===== config.mk =====
export PLATFORM = sky130hd
export DESIGN_NAME = afpc_plane_lane
export DESIGN_NICKNAME = d
export VERILOG_FILES = /design/src/rtl/core/afpc_pkg.sv /design/src/rtl/core/afpc_plane_lane.sv
export SDC_FILE = /design/constraint.sdc
export NUM_CORES = 2
export LEC_CHECK = 0
export BUFFER_PORTS_ARGS = -buffer_cell sky130_fd_sc_hd__buf_2
export CORE_AREA = 2 2 560 562
export DETAILED_ROUTE_END_ITERATION = 7
export DIE_AREA = 0 0 562 564
export SYNTH_ARGS = -nofsm -noshare
export SYNTH_HDL_FRONTEND = slang
export SYNTH_SLANG_ARGS = --single-unit

===== constraint.sdc =====
create_clock -name clk -period 16.1 [get_ports clk]
set_input_delay 4.83 -clock clk [delete_from_list [all_inputs] [get_ports clk]]
set_output_delay 4.83 -clock clk [all_outputs]
set_load 0.01 [all_outputs]

===== src/rtl/core/afpc_pkg.sv =====
// Shared constants and types of the box versus frustum plane test.
`default_nettype none

package afpc_pkg;

  localparam int CFG_COUNT = 6;
  localparam int CFG_IDX_W = 3;
  localparam int PLANE_W = 64;
  localparam int MASK_W = 6;
  localparam int NUM_PLANES_DEF = 6;
  localparam int COORD_WIDTH_DEF = 16;

  typedef struct packed {
    logic s2;
    logic s3;
    logic s4;
  } lane_en_t;

endpackage

`default_nettype wire


===== src/rtl/core/afpc_plane_lane.sv =====
// One plane lane: products, distance sums and the behind and straddle tests.
`default_nettype none

module afpc_plane_lane #(
  parameter int COORD_WIDTH = afpc_pkg::COORD_WIDTH_DEF
) (
  input  logic                               clk,
  input  afpc_pkg::lane_en_t                 en,
  input  logic [afpc_pkg::PLANE_W-1:0]       plane,
  input  logic [2:0][COORD_WIDTH-1:0]        cen,
  input  logic [2:0][COORD_WIDTH:0]          half,
  input  logic                               active,
  output logic                               behind,
  output logic                               straddle
);
  import afpc_pkg::*;

  localparam int NP_W = COORD_WIDTH + 18;
  localparam int MP_W = COORD_WIDTH + 16;
  localparam int ACC_W = ((COORD_WIDTH > 16) ? COORD_WIDTH : 16) + 20;

  logic signed [2:0][15:0] nrm;
  logic signed [2:0][16:0] nabs;
  logic signed [16:0]      nx [3];

  logic signed [NP_W-1:0]  np_term [3];
  logic signed [MP_W-1:0]  mp_term [3];
  logic signed [15:0]      w2;
  logic                    act2;

  logic signed [ACC_W-1:0] np_sum;
  logic signed [ACC_W-1:0] mp_sum;
  logic                    act3;

  logic signed [ACC_W:0]   far_dist;
  logic signed [ACC_W:0]   near_dist;

  always_comb begin
    for (int k = 0; k < 3; k++) begin
      nrm[k] = plane[16*k +: 16];
      nx[k] = {nrm[k][15], nrm[k]};
      nabs[k] = nx[k][16] ? -nx[k] : nx[k];
    end
  end

  always_ff @(posedge clk) begin
    if (en.s2) begin
      for (int k = 0; k < 3; k++) begin
        np_term[k] <= $signed(half[k]) * $signed(nabs[k]);
        mp_term[k] <= $signed(cen[k]) * $signed(nrm[k]);
      end
      w2 <= plane[63:48];
      act2 <= active;
    end
  end

  always_ff @(posedge clk) begin
    if (en.s3) begin
      np_sum <= ACC_W'(np_term[0]) + ACC_W'(np_term[1]) + ACC_W'(np_term[2]);
      mp_sum <= ACC_W'(mp_term[0]) + ACC_W'(mp_term[1]) + ACC_W'(mp_term[2])
              + ACC_W'($signed({w2, 14'b0}));
      act3 <= act2;
    end
  end

  assign far_dist = (ACC_W + 1)'(mp_sum) + (ACC_W + 1)'(np_sum);
  assign near_dist = (ACC_W + 1)'(mp_sum) - (ACC_W + 1)'(np_sum);

  always_ff @(posedge clk) begin
    if (en.s4) begin
      behind <= act3 & far_dist[ACC_W];
      straddle <= act3 & near_dist[ACC_W];
    end
  end

endmodule

`default_nettype wire


==> reports/metrics.csv <==
stage,metric,value,unit
status,status,"complete, no violations",
routing,dr.first_iter.drc_count,2412,
global_route,grt_pass1_vias,56900,
cts,root_buffer,clkbuf_16,
cells_and_area,drive_gt1_frac,0.0378,
logic_synthesis,synth-edff-count,289,
timing,worst_clock_skew,0.0189,ns
timing,tightestPinTransition,1.05,ns
cts,postCtsSetupRepairBufs,0,
global_route,antenna_found_initial,86,
worst_setup_path,r2r_cells,14,
worst_setup_path,required,16.44,ns
hold_path,holdPathEnd,act3,
logic_synthesis,seq_area_frac_synth,0.112,
logic_synthesis,syn_inst,7857,
routing,postRouteAntennaNets,0,
logic_synthesis,ys_async_sr_fraction,0,
timing,fin_crit_sh,0.775,
floorplan,rows,205,
cts,insertion_delay,0.60,ns
cts,cts_tree,yes,
floorplan,fp.dieW,562,um
cts,clockBufferDepth,3,
floorplan,ios,170,
logic_synthesis,ys_types,77,
routing,drt_pass1_iterations,7,
floorplan,die_y,564,um
hold_path,min-delay-start,act2,
global_route,grt_pass1_wl,320000,um
timing,setup_viol,0,
cts,cts.sinks,289,
cts,cts_buffers,30,
floorplan,initial_utilization,0.249,
logic_synthesis,syn_area,77300,um2
timing,maxSlewViolCount,0,
worst_setup_path,start_kind,input port,
global_route,overflow,0,
placement,dp_hpwl,165000,um
worst_setup_path,r2r_end,mp_sum[34],
logic_synthesis,postSynthAreaPerCell,9.84,um2
timing,rsz0062_at_grt,false,
routing,wl_per_cell,16.2,um
hold_path,whs_path_depth,0,
floorplan,dieArea,317000,um2
flow_run,drv_cap,0,
worst_setup_path,cp.arrival,12.81,ns
cells_and_area,layout.nets,10500,
timing,tns,0,ns
timing,slew_headroom,0.294,
cts,cts_resized,0,
logic_synthesis,synth_ff_type,edfxtp_1,
logic_synthesis,ys_seq_elements,289,
worst_setup_path,end_kind,flip-flop,
timing,hold_viol,0,
cells_and_area,area_delta_synth_final,8.75,%
worst_setup_path,worstSetupPathType,in2reg,
placement,place_congestion,0.860,
hold_path,hp-class,reg2reg,
global_route,grt_use_total,0.128,
cts,cts_hold_buffers,0,
global_route,grt_max_degree,94,
logic_synthesis,synth_warnings,0,
floorplan,core_area,311000,um2
routing,viasPerCell,4.27,
cells_and_area,layout_commonest_cell,inv_1,
worst_setup_path,worstReg2RegStart,mp_term[0][34],
routing,via_count,51600,
cells_and_area,layout_common_cells,"1906 x inv_1, 1761 x fa_1, 873 x nand2_1, 653 x ha_1, 558 x and2_1",
placement,numPortBuffers,169,
cts,clkSlewWorstSetupHoldPaths,0.06,ns
worst_setup_path,reg2reg_slack,11.37,ns
timing,fin_crit,12.47,ns
routing,drcViolationCount,0,
routing,wirelength,195000,um
timing,fmax,0.0802,GHz
cts,htreeDepth,1,
worst_setup_path,crit_fanout,35,
## critical path, stage by stage
cell      delay [ns]
buf_2           0.07
buf_4           0.37
inv_1           0.09
ha_1            0.22
nand2b_1        0.18
xnor2_2         0.82
nand2_1         0.27
fa_1            0.61
inv_1           0.14
fa_1            0.83
fa_1            0.53
fa_1            0.51
fa_1            0.49
inv_1           0.05
fa_1            0.48
inv_1           0.05
ha_1            0.33
a21o_1          0.20
a21o_1          0.16
a21o_1          0.18
a21o_1          0.20
a21o_1          0.19
a221o_1         0.29
a31o_2          0.23
a21o_1          0.17
a21oi_1         0.17
xnor2_1         0.08
## per-layer routing
layer / track usage / share of wire / vias up
met5: 0 / 0.00079 / -
li1: - / - / 23600
met3: 0.0120 / 0.035 / 287
met2: 0.225 / 0.50 / 995
met4: 0.0266 / 0.025 / 26
met1: 0.169 / 0.44 / 26700
## cell type report
class	count	area, um2
multi-input cells	5462	60800
inverters	1906	7150
fillers	33200	227000
well taps	4140	5180
clock buffers	34	787
repair buffers	222	1250
diodes	10	25.0
clock inverters	22	189
flip-flops and latches	289	8680
## cell families after synthesis
family	share of synthesized area
xor+xnor	0.0348
simple gates	0.131
fa+ha+maj	0.562
compound gates	0.0551
buf+inv	0.105
flops	0.112
other cells	0.0000971
mux	0.000518
## Yosys cell counts, types with 18 or more instances
cell type	count	area share
clkbuf_1	232	0.011
edfxtp_1	289	0.11
nand2_1	873	0.042
and3_1	20	0.0016
inv_1	1906	0.093
ha_1	653	0.11
o21a_1	41	0.0040
nand4_1	18	0.0015
o21bai_1	43	0.0042
nand3_1	34	0.0022
xnor2_1	242	0.027
and2_1	558	0.045
nor3_1	30	0.0019
fa_1	1761	0.46
nor2_1	142	0.0069
a21o_1	108	0.010
nand2b_1	93	0.0075
xor2_1	65	0.0074
a211oi_1	22	0.0021
nor2b_1	203	0.016
a21oi_1	206	0.013
o21ai_0	113	0.0073
## state kept, by name (all words and copies together) (netlist names)
| register | flops |
|---|---|
| act2 | 1 |
| act3 | 1 |
| behind | 1 |
| mp_sum | 35 |
| mp_term | 96 |
| np_sum | 36 |
| np_term | 102 |
| straddle | 1 |
| w2 | 16 |
## per-stage QoR
stage          worst slack (ns)  area [um2]  utilization  instances  hold slack (ns)
2_1_floorplan              3.84       77500            -       7906            0.400
3_3_place_gp               3.09       83100        0.267      12000            0.419
3_5_place_dp               2.96       83100        0.267      12000            0.416
4_1_cts                    3.61       84100        0.270      12100            0.431
5_1_grt                    3.08       84100        0.270      12100            0.442
6_report                   3.63       84100        0.270      12100            0.426
## worst max path at each step
stage | startpoint | to | slack [ns] | cells past startpoint
2_1_floorplan | plane[33] | np_term[0][100] | 3.84 | 34
3_3_place_gp | plane[0] | np_term[0][33] | 3.09 | 27
3_5_place_dp | plane[0] | np_term[0][33] | 2.96 | 27
4_1_cts | plane[0] | np_term[0][33] | 3.61 | 27
5_1_grt | plane[16] | np_term[0][67] | 3.08 | 28
6_report | plane[0] | np_term[0][33] | 3.63 | 27
Power is left out: the tool's default activity adds up to more than one toggle a clock period on the data nets, which glitch-free logic cannot reach.
