**config.mk**
```make
export PLATFORM = sky130hd
export DESIGN_NAME = afpc_plane_regs
export DESIGN_NICKNAME = d
export VERILOG_FILES = /design/src/rtl/core/afpc_pkg.sv /design/src/rtl/core/afpc_plane_regs.sv
export SDC_FILE = /design/constraint.sdc
export NUM_CORES = 1
export LEC_CHECK = 0
export BUFFER_PORTS_ARGS = -buffer_cell sky130_fd_sc_hd__clkbuf_2
export CAP_MARGIN = 20
export CORE_UTILIZATION = 39
export CTS_BUF_LIST = sky130_fd_sc_hd__clkbuf_4
export DETAILED_ROUTE_END_ITERATION = 10
export GPL_TIMING_DRIVEN = 0
export MAX_ROUTING_LAYER = met4
export SETUP_SLACK_MARGIN = 0.4
export SYNTH_ARGS = -nofsm -noshare
export SYNTH_HDL_FRONTEND = slang
export SYNTH_SLANG_ARGS = --single-unit
```
**constraint.sdc**
```tcl
create_clock -name clk -period 1.4 [get_ports clk]
set_input_delay 0.14 -clock clk [delete_from_list [all_inputs] [get_ports clk]]
set_output_delay 0.14 -clock clk [all_outputs]
set_load 0.02 [all_outputs]
```
**src/rtl/core/afpc_pkg.sv**
```systemverilog
// Shared constants and types of the box versus frustum plane test.
`default_nettype none

package afpc_pkg;

  localparam int CFG_COUNT = 6;
  localparam int CFG_IDX_W = 3;
  localparam int PLANE_W = 64;
  localparam int MASK_W = 6;
  localparam int NUM_PLANES_DEF = 6;
  localparam int COORD_WIDTH_DEF = 16;

  typedef struct packed {
    logic s2;
    logic s3;
    logic s4;
  } lane_en_t;

endpackage

`default_nettype wire

```
**src/rtl/core/afpc_plane_regs.sv**
```systemverilog
// Configuration register file holding the packed frustum planes.
`default_nettype none

module afpc_plane_regs #(
  parameter int LANES = afpc_pkg::NUM_PLANES_DEF
) (
  input  logic                                            clk,
  input  logic                                            rst,
  input  logic                                            cfg_valid,
  input  logic [afpc_pkg::CFG_IDX_W-1:0]                  cfg_index,
  input  logic [afpc_pkg::PLANE_W-1:0]                    cfg_data,
  output logic [LANES-1:0][afpc_pkg::PLANE_W-1:0]         planes
);
  import afpc_pkg::*;

  always_ff @(posedge clk) begin
    if (rst) begin
      planes <= '0;
    end else if (cfg_valid) begin
      for (int i = 0; i < LANES; i++) begin
        if (cfg_index == CFG_IDX_W'(i)) begin
          planes[i] <= cfg_data;
        end
      end
    end
  end

endmodule

`default_nettype wire

```
==> out/qor.yml, run 1 <==
hold_path:
  holdPathEnd: "planes[52]$_SDFFE_PP0P_"
  holdCritPathClass: "input port to register"
  hold_depth: 4
  hold_start: "cfg_index[1]"
sta:
  period_needed_ns: 1.41
  maxSlewViolCount: 0
  grt_setup_unrepaired: "yes"
  finalHoldViolCount: 2
  slew-limit-headroom_pct: 63.2
  max_freq_mhz: 711
  period_share_pct: 100
  clock_skew_ns: 0
  setup_tns_ns: -0.00772
  hold_ws_ns: -0.0431
  layout_setup_ws_ns: -0.00673
  setup_viol: 3
  tightest_slew_ns: 0.552
floorplan:
  dieArea_sq_um: 38800
  initial_utilization_pct: 39.5
  pin_count: 454
  core_sq_um: 37600
  die_h_um: 197
  die_width_um: 197
  rows: 71
worst_setup_path:
  cp.required_ns: 1.26
  worstPathMaxFanout: 2
  slowest_delay_ns: 0.36
  r2r_cells: 4
  worstPathCellList: "buf_8"
  worstSetupEndpointType: "output port"
  critical-path-top-delay-family: "flip-flops"
  r2r_start: "planes[325]$_SDFFE_PP0P_"
  regToRegEndpoint: "planes[325]$_SDFFE_PP0P_"
  cp_num_buf_inv: 1
  critical_path_arrival_ns: 1.27
  rrSetupSlack_ns: 0.52
  worst_path_max_delay_cell: "dfxtp_4"
  crit_type: "register to output port"
  critPathLaunchType: "register"
place:
  port_buffers: 452
  hpwlAfterDp_um: 34000
  post-place-ws_ns: -0.309
  gp_congestion: 0.822
drt:
  drt_iter0_drc: 314
  drc: 0
  wl_per_cell_um: 19.7
  drt-total-wl_um: 53500
  drt-vias-per-instance: 4.74
  firstDrtPassIters: 4
  drtAntennaViolNets: 0
  routed-via-count: 12900
status:
  violations: "hold timing, setup timing"
  status: "finished with violations"
finish:
  nets: 2202
  reg_top3: "planes (384)"
  final_util_pct: 68.8
  regMostFlops: "planes"
  area_growth_pct: 74.1
  n_fill_cell: 2692
  drive_gt1_share_pct: 57.8
  largest_reg_flops: 384
synthesis:
  ys_seq_area_share_pct: 51.8
  synth_warnings: 0
  post_synth.cell_area_avg_sq_um: 11.3
  yosys_register_bits: 384
  synthesis.area_sq_um: 14800
  yosysUniqueCellTypes: 13
  synth_nets: 1387
  syn_inst: 1317
clock_tree:
  cts_tree: "yes"
  cts_buffers: 101
  htree_num_levels: 3
  path_clk_slew_ns: 0.07
  cts_sinks: 384
  clock_latency_ns: 0.78
  root_buffer: "clkbuf_4"
  cts_buffer_depth: 3
power:
  powerDensity_nw_per_um2: 930
  leakage_nw: 12.8
  ir_worst_vdd_v: 0.000758
  total_power_mw: 24.0
global_route:
  grt_pass1_vias: 13200
  grt_max_degree: 14
  gr-total-overflow: 0
  grt_usage_pct: 26.8
  grt_pass1_wl_um: 76500
  antenna_found_initial: 1
job:
  maxCapViolations: 0
==> routing by layer <==
metal,GRT usage (%),share of wire [%]
met1,29.5,39
met2,44.2,50
met3,7.85,6.5
met4,13.3,4.5
met5,-,0
==> per-stage QoR <==
| step | area [sq um] | cells |
|---|---|---|
| final | 25800 | 2716 |
| after global routing | 25800 | 2716 |
| after CTS | 24400 | 2601 |
| after detailed placement | 18000 | 2280 |
| after global placement | 18000 | 2280 |
| after floorplan | 15100 | 1317 |
==> final cells by class <==
| cell class | count | area, sq um | share of cell area (%) |
|---|---|---|---|
| clock inverter | 23 | 115 | 0.446 |
| buffer | 93 | 500 | 1.94 |
| multi-input combinational | 840 | 7010 | 27.1 |
| antenna | 1 | 2.50 | 0.00969 |
| clock buffer | 152 | 1140 | 4.42 |
| tap | 511 | 639 | 2.47 |
| sequential | 384 | 8170 | 31.6 |
| timing repair buffer | 712 | 8260 | 32.0 |
==> cell families (layout without fill, tap and decap cells) <==
logic type	Yosys count	count (layout)	synth area share (%)
multiplexers	384	384	25.9
flip-flops	384	384	51.8
other	0	1	0
buffers and inverters	93	980	2.85
AND/OR/NAND/NOR	456	456	19.4
==> synthesized netlist by cell type (all sizes together) <==
cell	n	area share, %
nand2b	448	19
dfxtp	384	52
mux2i	384	26
clkbuf	50	1.3
buf	43	1.6
nand4bb	3	0.23
nand4b	2	0.12
and4bb	1	0.084
nor4b	1	0.059
or4b	1	0.067
==> worst min-delay path, stage by stage <==
cell and delay (ns):
clkbuf_2 0.16, or4b_1 0.14, clkbuf_2 0.15, mux2i_1 0.08
==> how the worst max path moves through the flow <==
stage                             start                       end  slack (ns)  depth (start not counted)
2_1_floorplan              cfg_index[0]   planes[58]$_SDFFE_PP0P_        0.23                          4
3_3_place_gp                        rst  planes[123]$_SDFFE_PP0P_       -0.26                          5
3_5_place_dp                        rst  planes[119]$_SDFFE_PP0P_       -0.31                          5
4_1_cts        planes[252]$_SDFFE_PP0P_               planes[252]       -0.13                          1
5_1_grt        planes[252]$_SDFFE_PP0P_               planes[252]       -0.09                          1
6_report       planes[252]$_SDFFE_PP0P_               planes[252]      -0.007                          1
==> power breakdown <==
part	switching, mW	leakage, nW	internal, mW	total, mW
Combinational	1.31	8.75	1.49	2.79
Clock	4.70	0.761	5.10	9.80
Sequential	0.225	3.30	11.2	11.4
Total	6.23	12.8	17.8	24.0
==> layout by cell type (no fill, tap or decap), types with 3 or more instances in the layout <==
cell,count
buf_8,386
inv_2,3
buf_2,27
mux2i_1,384
nand2b_1,412
clkbuf_4,157
clkbuf_2,78
nand4bb_1,3
clkinv_1,17
buf_4,189
nand2b_4,36
clkbuf_1,40
dlymetal6s4s_1,5
buf_6,8
dlygate4sd3_1,66
dfxtp_2,382
==> what timing repair did <==
item | 4_1_cts | 5_1_grt
hold endpoints to repair | 384 | 13
setup buffers | 77 | 112
resized for setup | 1138 | 410
setup endpoints to repair | 384 | 642
hold buffers | 69 | 2
(Power assumes the default switching activity.)
==> run 2: changes to the inputs <==
- CAP_MARGIN: 20 -> 40
- CELL_PAD_IN_SITES_DETAIL_PLACEMENT: unset -> 0
- CELL_PAD_IN_SITES_GLOBAL_PLACEMENT: unset -> 1
- PLACE_DENSITY_LB_ADDON: unset -> 0.1
==> out/qor.yml, run 2 (synthesis gave the netlist of run 1 again) <==
drt:
  drc: 0  # unchanged
  drt_iter0_drc: 304  # was 314
  drt-vias-per-instance: 4.65  # was 4.74
  drtAntennaViolNets: 0  # unchanged
  routed-via-count: 12500  # was 12900
  drt-total-wl_um: 51800  # was 53500 um
  wl_per_cell_um: 19.3  # was 19.7 um
  firstDrtPassIters: 4  # unchanged
worst_setup_path:
  crit_type: "register to output port"  # unchanged
  critPathLaunchType: "register"  # unchanged
  critical_path_arrival_ns: 1.26  # was 1.27 ns
  critical-path-top-delay-family: "flip-flops"  # unchanged
  cp_num_buf_inv: 1  # unchanged
  slowest_delay_ns: 0.36  # about the same
  worst_path_max_delay_cell: "dfxtp_2"  # was dfxtp_4
  worstPathCellList: "buf_8"  # unchanged
  worstPathMaxFanout: 2  # unchanged
  cp.required_ns: 1.26  # about the same
  worstSetupEndpointType: "output port"  # unchanged
sta:
  hold_ws_ns: -0.0276  # was -0.0431 ns
  period_share_pct: 100  # about the same
  slew-limit-headroom_pct: 62.9  # was 63.2%
  layout_setup_ws_ns: -0.00120  # was -0.00673 ns
  finalHoldViolCount: 2  # unchanged
  grt_setup_unrepaired: "yes"  # unchanged
  max_freq_mhz: 714  # was 711 MHz
  clock_skew_ns: 0  # unchanged
  tightest_slew_ns: 0.557  # was 0.552 ns
  setup_viol: 1  # was 3
  period_needed_ns: 1.40  # was 1.41 ns
  maxSlewViolCount: 0  # unchanged
floorplan:
  initial_utilization_pct: 39.5  # unchanged
  die_width_um: 197  # unchanged
  pin_count: 454  # unchanged
  dieArea_sq_um: 38800  # unchanged
  rows: 71  # unchanged
  core_sq_um: 37600  # unchanged
  die_h_um: 197  # unchanged
clock_tree:
  cts_tree: "yes"  # unchanged
  cts_buffers: 104  # was 101
  cts_sinks: 384  # unchanged
  root_buffer: "clkbuf_4"  # unchanged
  clock_latency_ns: 0.77  # was 0.78 ns
  htree_num_levels: 3  # unchanged
  cts_buffer_depth: 3  # unchanged
  path_clk_slew_ns: 0.06  # was 0.07 ns
place:
  gp_congestion: 0.769  # was 0.822
  hpwlAfterDp_um: 34100  # was 34000 um
  port_buffers: 452  # unchanged
  placed_area_sq_um: 18000  # unchanged
finish:
  reg_top3: "planes (384)"  # unchanged
  multi_input_area_sq_um: 7010  # unchanged
  drive_gt1_share_pct: 57.3  # was 57.8%
  layout_common_cells: "nand2b_1, buf_8, mux2i_1"  # unchanged
  mostFrequentLayoutCell: "nand2b_1"  # unchanged
  n_fill_cell: 2866  # was 2692
  area_growth_pct: 73.5  # was 74.1%
  nets: 2166  # was 2202
  final_area_sq_um: 25700  # was 25800 sq um
  seq_area_sq_um: 8180  # was 8170 sq um
  regMostFlops: "planes"  # unchanged
  largest_reg_flops: 384  # unchanged
power:
  swShare_pct: 25.6  # was 25.9%
  ir_worst_vdd_v: 0.000656  # was 0.000758 V
  combPwrFrac_pct: 11.3  # was 11.6%
  power.switching_mw: 6.23  # about the same
  pwr-share-clk_pct: 41.8  # was 40.8%
  powerDensity_nw_per_um2: 946  # was 930 nW/um^2
  leakage_nw: 12.7  # was 12.8 nW
  intPower_mw: 18.1  # was 17.8 mW
  seq_power_share_pct: 46.9  # was 47.6%
global_route:
  grt_usage_pct: 26.2  # was 26.8%
  gr-total-overflow: 0  # unchanged
  met2_usage_pct: 42.4  # was 44.2%
  grt.busiest_layer: "met2"  # unchanged
  grt_pass1_wl_um: 74800  # was 76500 um
  use_met1_pct: 29.5  # about the same
  grt_pass1_vias: 12600  # was 13200
  antenna_found_initial: 3  # was 1
  grt_max_degree: 14  # unchanged
  met3_usage_pct: 8.71  # was 7.85%
job:
  maxCapViolations: 0  # unchanged
status:
  violations: "hold timing, setup timing"  # unchanged
  status: "finished with violations"  # unchanged
hold_path:
  holdCritPathClass: "input port to register"  # unchanged
run 2: power groups by stage:
stage	logic [mW]	clock network [mW]	registers (mW)
detailed placement	1.99	0	11.5
global placement	1.98	0	11.5
floorplan	0.919	0	11.8
CTS	2.55	10.4	11.4
finish	2.76	10.2	11.4
global route	2.90	11.1	11.4
run 2: per-layer routing:
| layer | up-vias | wire length, um |
|---|---|---|
| met5 | - | 0 |
| met4 | 0 | 1750 |
| met3 | 92 | 3930 |
| met2 | 409 | 25100 |
| met1 | 5996 | 21000 |
| li1 | 5989 | - |
run 2: path summary, 6_finish.rpt:
| check | to | cells after the start | start | slack, ns |
|---|---|---|---|---|
| worst min register to register | planes[122]$_SDFFE_PP0P_ | 2 | planes[122]$_SDFFE_PP0P_ | 0.49 |
| worst max register to register | planes[133]$_SDFFE_PP0P_ | 4 | planes[133]$_SDFFE_PP0P_ | 0.56 |
| worst min-delay path | planes[64]$_SDFFE_PP0P_ | 4 | cfg_index[1] | -0.03 |
| worst max-delay path | planes[213] | 1 | planes[213]$_SDFFE_PP0P_ | -0.001 |
run 2: final cells by class:
cell class | instances | share of cell area [%]
Clock inverter | 19 | 0.384
Multi-Input combinational cell | 840 | 27.2
Sequential cell | 384 | 31.8
Antenna cell | 3 | 0.0292
Timing Repair Buffer | 673 | 30.9
Buffer | 93 | 2.45
Clock buffer | 164 | 4.78
Tap cell | 511 | 2.48
run 2: worst min-delay path: cells and delay by family:
kind	cells	cell delay, ns
buffers and inverters	2	0.34
AND/OR/NAND/NOR	1	0.11
multiplexers	1	0.11
run 2: what timing repair did:
action,4_1_cts,5_1_grt
hold endpoints to repair,384,20
setup endpoints to repair,384,697
hold buffers,67,4
buffers inserted,61,89
gates resized for setup,1132,473
run 2: per-stage QoR:
| step | setup TNS, ns | setup slack (ns) | total power [mW] | cells | util (%) |
|---|---|---|---|---|---|
| 2_1_floorplan | 0 | 0.235 | 12.7 | 1317 | - |
| 3_3_place_gp | -43.82 | -0.208 | 13.5 | 2280 | 48.0 |
| 3_5_place_dp | -49.53 | -0.221 | 13.5 | 2280 | 48.0 |
| 4_1_cts | -23.27 | -0.0931 | 24.3 | 2591 | 64.8 |
| 5_1_grt | -20.03 | -0.0929 | 25.4 | 2687 | 68.5 |
| 6_report | -0.00120 | -0.00120 | 24.4 | 2687 | 68.5 |
==> run 3: changes to the inputs <==
==> constraint.sdc (replaced) <==
create_clock -name clk -period 1.4 [get_ports clk]
set_input_delay 0 -clock clk [delete_from_list [all_inputs] [get_ports clk]]
set_output_delay 0 -clock clk [all_outputs]
set_load 0.02 [all_outputs]
==> out/qor.yml, run 3 (synthesis gave the netlist of run 1 again) <==
worst_setup_path:
  worstSetupEndpointType: "register"  # was output port
  endpoint: "planes[326]$_SDFFE_PP0P_"  # was planes[213]
  cp.required_ns: 2.07  # was 1.26 ns
  critPathLaunchType: "input port"  # was register
  r2r_start: "planes[150]$_SDFFE_PP0P_"  # was planes[133]$_SDFFE_PP0P_
  r2r_cells: 4  # unchanged
  crit_type: "input port to register"  # was register to output port
  rrSetupSlack_ns: 0.56  # about the same
  setup.worst_path.start: "cfg_index[1]"  # was planes[213]$_SDFFE_PP0P_
  regToRegEndpoint: "planes[150]$_SDFFE_PP0P_"  # was planes[133]$_SDFFE_PP0P_
  worstPathMaxFanout: 10  # was 2
  critical_path_arrival_ns: 1.96  # was 1.26 ns
clock_tree:
  root_buffer: "clkbuf_4"  # unchanged
  clock_latency_ns: 0.74  # was 0.77 ns
  cts_buffer_depth: 3  # unchanged
  cts_sinks: 384  # unchanged
  path_clk_slew_ns: 0.06  # about the same
  cts_tree: "yes"  # unchanged
  cts_buffers: 104  # unchanged
  htree_num_levels: 3  # unchanged
power:
  combPwrFrac_pct: 10.5  # was 11.3%
  seq_power_share_pct: 46.1  # was 46.9%
  intPower_mw: 18.5  # was 18.1 mW
  swShare_pct: 25.1  # was 25.6%
  pwr-share-clk_pct: 43.4  # was 41.8%
  power.switching_mw: 6.22  # was 6.23 mW
  leakage_nw: 12.3  # was 12.7 nW
  powerDensity_nw_per_um2: 987  # was 946 nW/um^2
  ir_worst_vdd_v: 0.000626  # was 0.000656 V
floorplan:
  die_width_um: 197  # unchanged
  core_sq_um: 37600  # unchanged
  pin_count: 454  # unchanged
  initial_utilization_pct: 39.5  # unchanged
  die_h_um: 197  # unchanged
  dieArea_sq_um: 38800  # unchanged
  rows: 71  # unchanged
place:
  gp_congestion: 0.786  # was 0.769
  post-place-ws_ns: -0.498  # was -0.221 ns
  port_buffers: 452  # unchanged
  hpwlAfterDp_um: 33800  # was 34100 um
sta:
  finalHoldViolCount: 0  # was 2
  grt_setup_unrepaired: "yes"  # unchanged
  max_freq_mhz: 774  # was 714 MHz
  period_share_pct: 92.3  # was 100%
  maxSlewViolCount: 0  # unchanged
  period_needed_ns: 1.29  # was 1.40 ns
  layout_setup_ws_ns: 0.107  # was -0.00120 ns
  setup_viol: 0  # was 1
  setup_tns_ns: 0  # was -0.00120 ns
  clock_skew_ns: 0  # unchanged
  tightest_slew_ns: 0.539  # was 0.557 ns
  slew-limit-headroom_pct: 64.1  # was 62.9%
global_route:
  grt_usage_pct: 25.8  # was 26.2%
  grt_pass1_wl_um: 73600  # was 74800 um
  grt_pass1_vias: 12400  # was 12600
  antenna_found_initial: 3  # unchanged
  grt_max_degree: 15  # was 14
  gr-total-overflow: 0  # unchanged
hold_path:
  holdCritPathClass: "input port to register"  # unchanged
  hold_start: "rst"  # was cfg_index[1]
drt:
  drt-total-wl_um: 50900  # was 51800 um
  drc: 0  # unchanged
  drt-vias-per-instance: 4.60  # was 4.65
  drt_iter0_drc: 385  # was 304
  drtAntennaViolNets: 0  # unchanged
  routed-via-count: 12400  # was 12500
  wl_per_cell_um: 18.9  # was 19.3 um
  firstDrtPassIters: 5  # was 4
finish:
  n_fill_cell: 2993  # was 2866
  layout_common_cells: "nand2b_1, mux2i_1, dfxtp_2"  # was nand2b_1, buf_8, mux2i_1
  drive_gt1_share_pct: 55.6  # was 57.3%
  area_growth_pct: 69.0  # was 73.5%
  nets: 2175  # was 2166
  reg_top3: "planes (384)"  # unchanged
  largest_reg_flops: 384  # unchanged
  mostFrequentLayoutCell: "nand2b_1"  # unchanged
  regMostFlops: "planes"  # unchanged
job:
  maxCapViolations: 0  # unchanged
status:
  status: "finished, final reports clean"  # was finished with violations
run 3: changes by cell type in the layout (fill, tap and decap cells not counted), sizes merged:
| cell | before | now |
|---|---|---|
| buf | 577 | 585 |
| dlymetal6s4s | 2 | 0 |
| clkbuf | 282 | 284 |
| bufinv | 1 | 4 |
run 3: what timing repair did:
action | 4_1_cts | 5_1_grt
endpoints found under the setup margin | 394 | 750
cloned | 0 | 0
hold buffers | 68 | 4
resized for setup | 847 | 708
hold endpoints to repair | 384 | 47
buffers inserted | 65 | 95
run 3: metal layers:
layer	share of wire, %	vias to the layer above	global-route usage [%]
met2	49	388	41.8
met3	7.4	88	8.30
met4	3.1	0	11.5
met1	40	5939	29.1
li1	-	5998	-
met5	0	-	-
run 3: worst min-delay path by stage:
stage,endpoint,cells after the start,slack [ns]
after floorplan,planes[53]$_SDFFE_PP0P_,2,0.26
after global placement,planes[320]$_SDFFE_PP0P_,3,0.41
after detailed placement,planes[64]$_SDFFE_PP0P_,3,0.43
after CTS,planes[195]$_SDFFE_PP0P_,4,0.09
after global routing,planes[224]$_SDFFE_PP0P_,4,0.15
final,planes[195]$_SDFFE_PP0P_,4,0.17
run 3: worst max-delay path, cell delays in order:
cell,delay [ns]
clkbuf_2,0.08
dlygate4sd3_1,0.71
nand4b_1,0.15
buf_2,0.35
buf_2,0.42
mux2i_1,0.24
run 3: through the flow:
step | instances | util [%] | cell area (sq um) | hold WS (ns) | power (mW)
final | 2698 | 66.7 | 25100 | 0.169 | 24.8
after floorplan | 1317 | - | 14800 | 0.258 | 12.7
after global routing | 2698 | 66.7 | 25100 | 0.148 | 25.9
after global placement | 2280 | 47.2 | 17700 | 0.411 | 13.4
after CTS | 2599 | 61.8 | 23200 | 0.0907 | 24.7
after detailed placement | 2281 | 47.3 | 17800 | 0.425 | 13.4
run 3: final cells by class:
class / count / area [sq um] / share of cell area, %
Timing Repair Buffer: 682 / 7650 / 30.5
Antenna cell: 3 / 7.51 / 0.0299
Clock inverter: 22 / 189 / 0.753
Clock buffer: 163 / 1220 / 4.88
Sequential cell: 384 / 8170 / 32.6
Buffer: 93 / 474 / 1.89
Tap cell: 511 / 639 / 2.55
Multi-Input combinational cell: 840 / 6730 / 26.8
run 3: power by group through the flow:
stage,logic (mW),registers (mW),clock network [mW]
6_report,2.60,11.4,10.7
5_1_grt,2.74,11.4,11.7
4_1_cts,2.37,11.3,11.0
3_5_place_dp,1.90,11.5,0
3_3_place_gp,1.88,11.5,0
2_1_floorplan,0.846,11.8,0
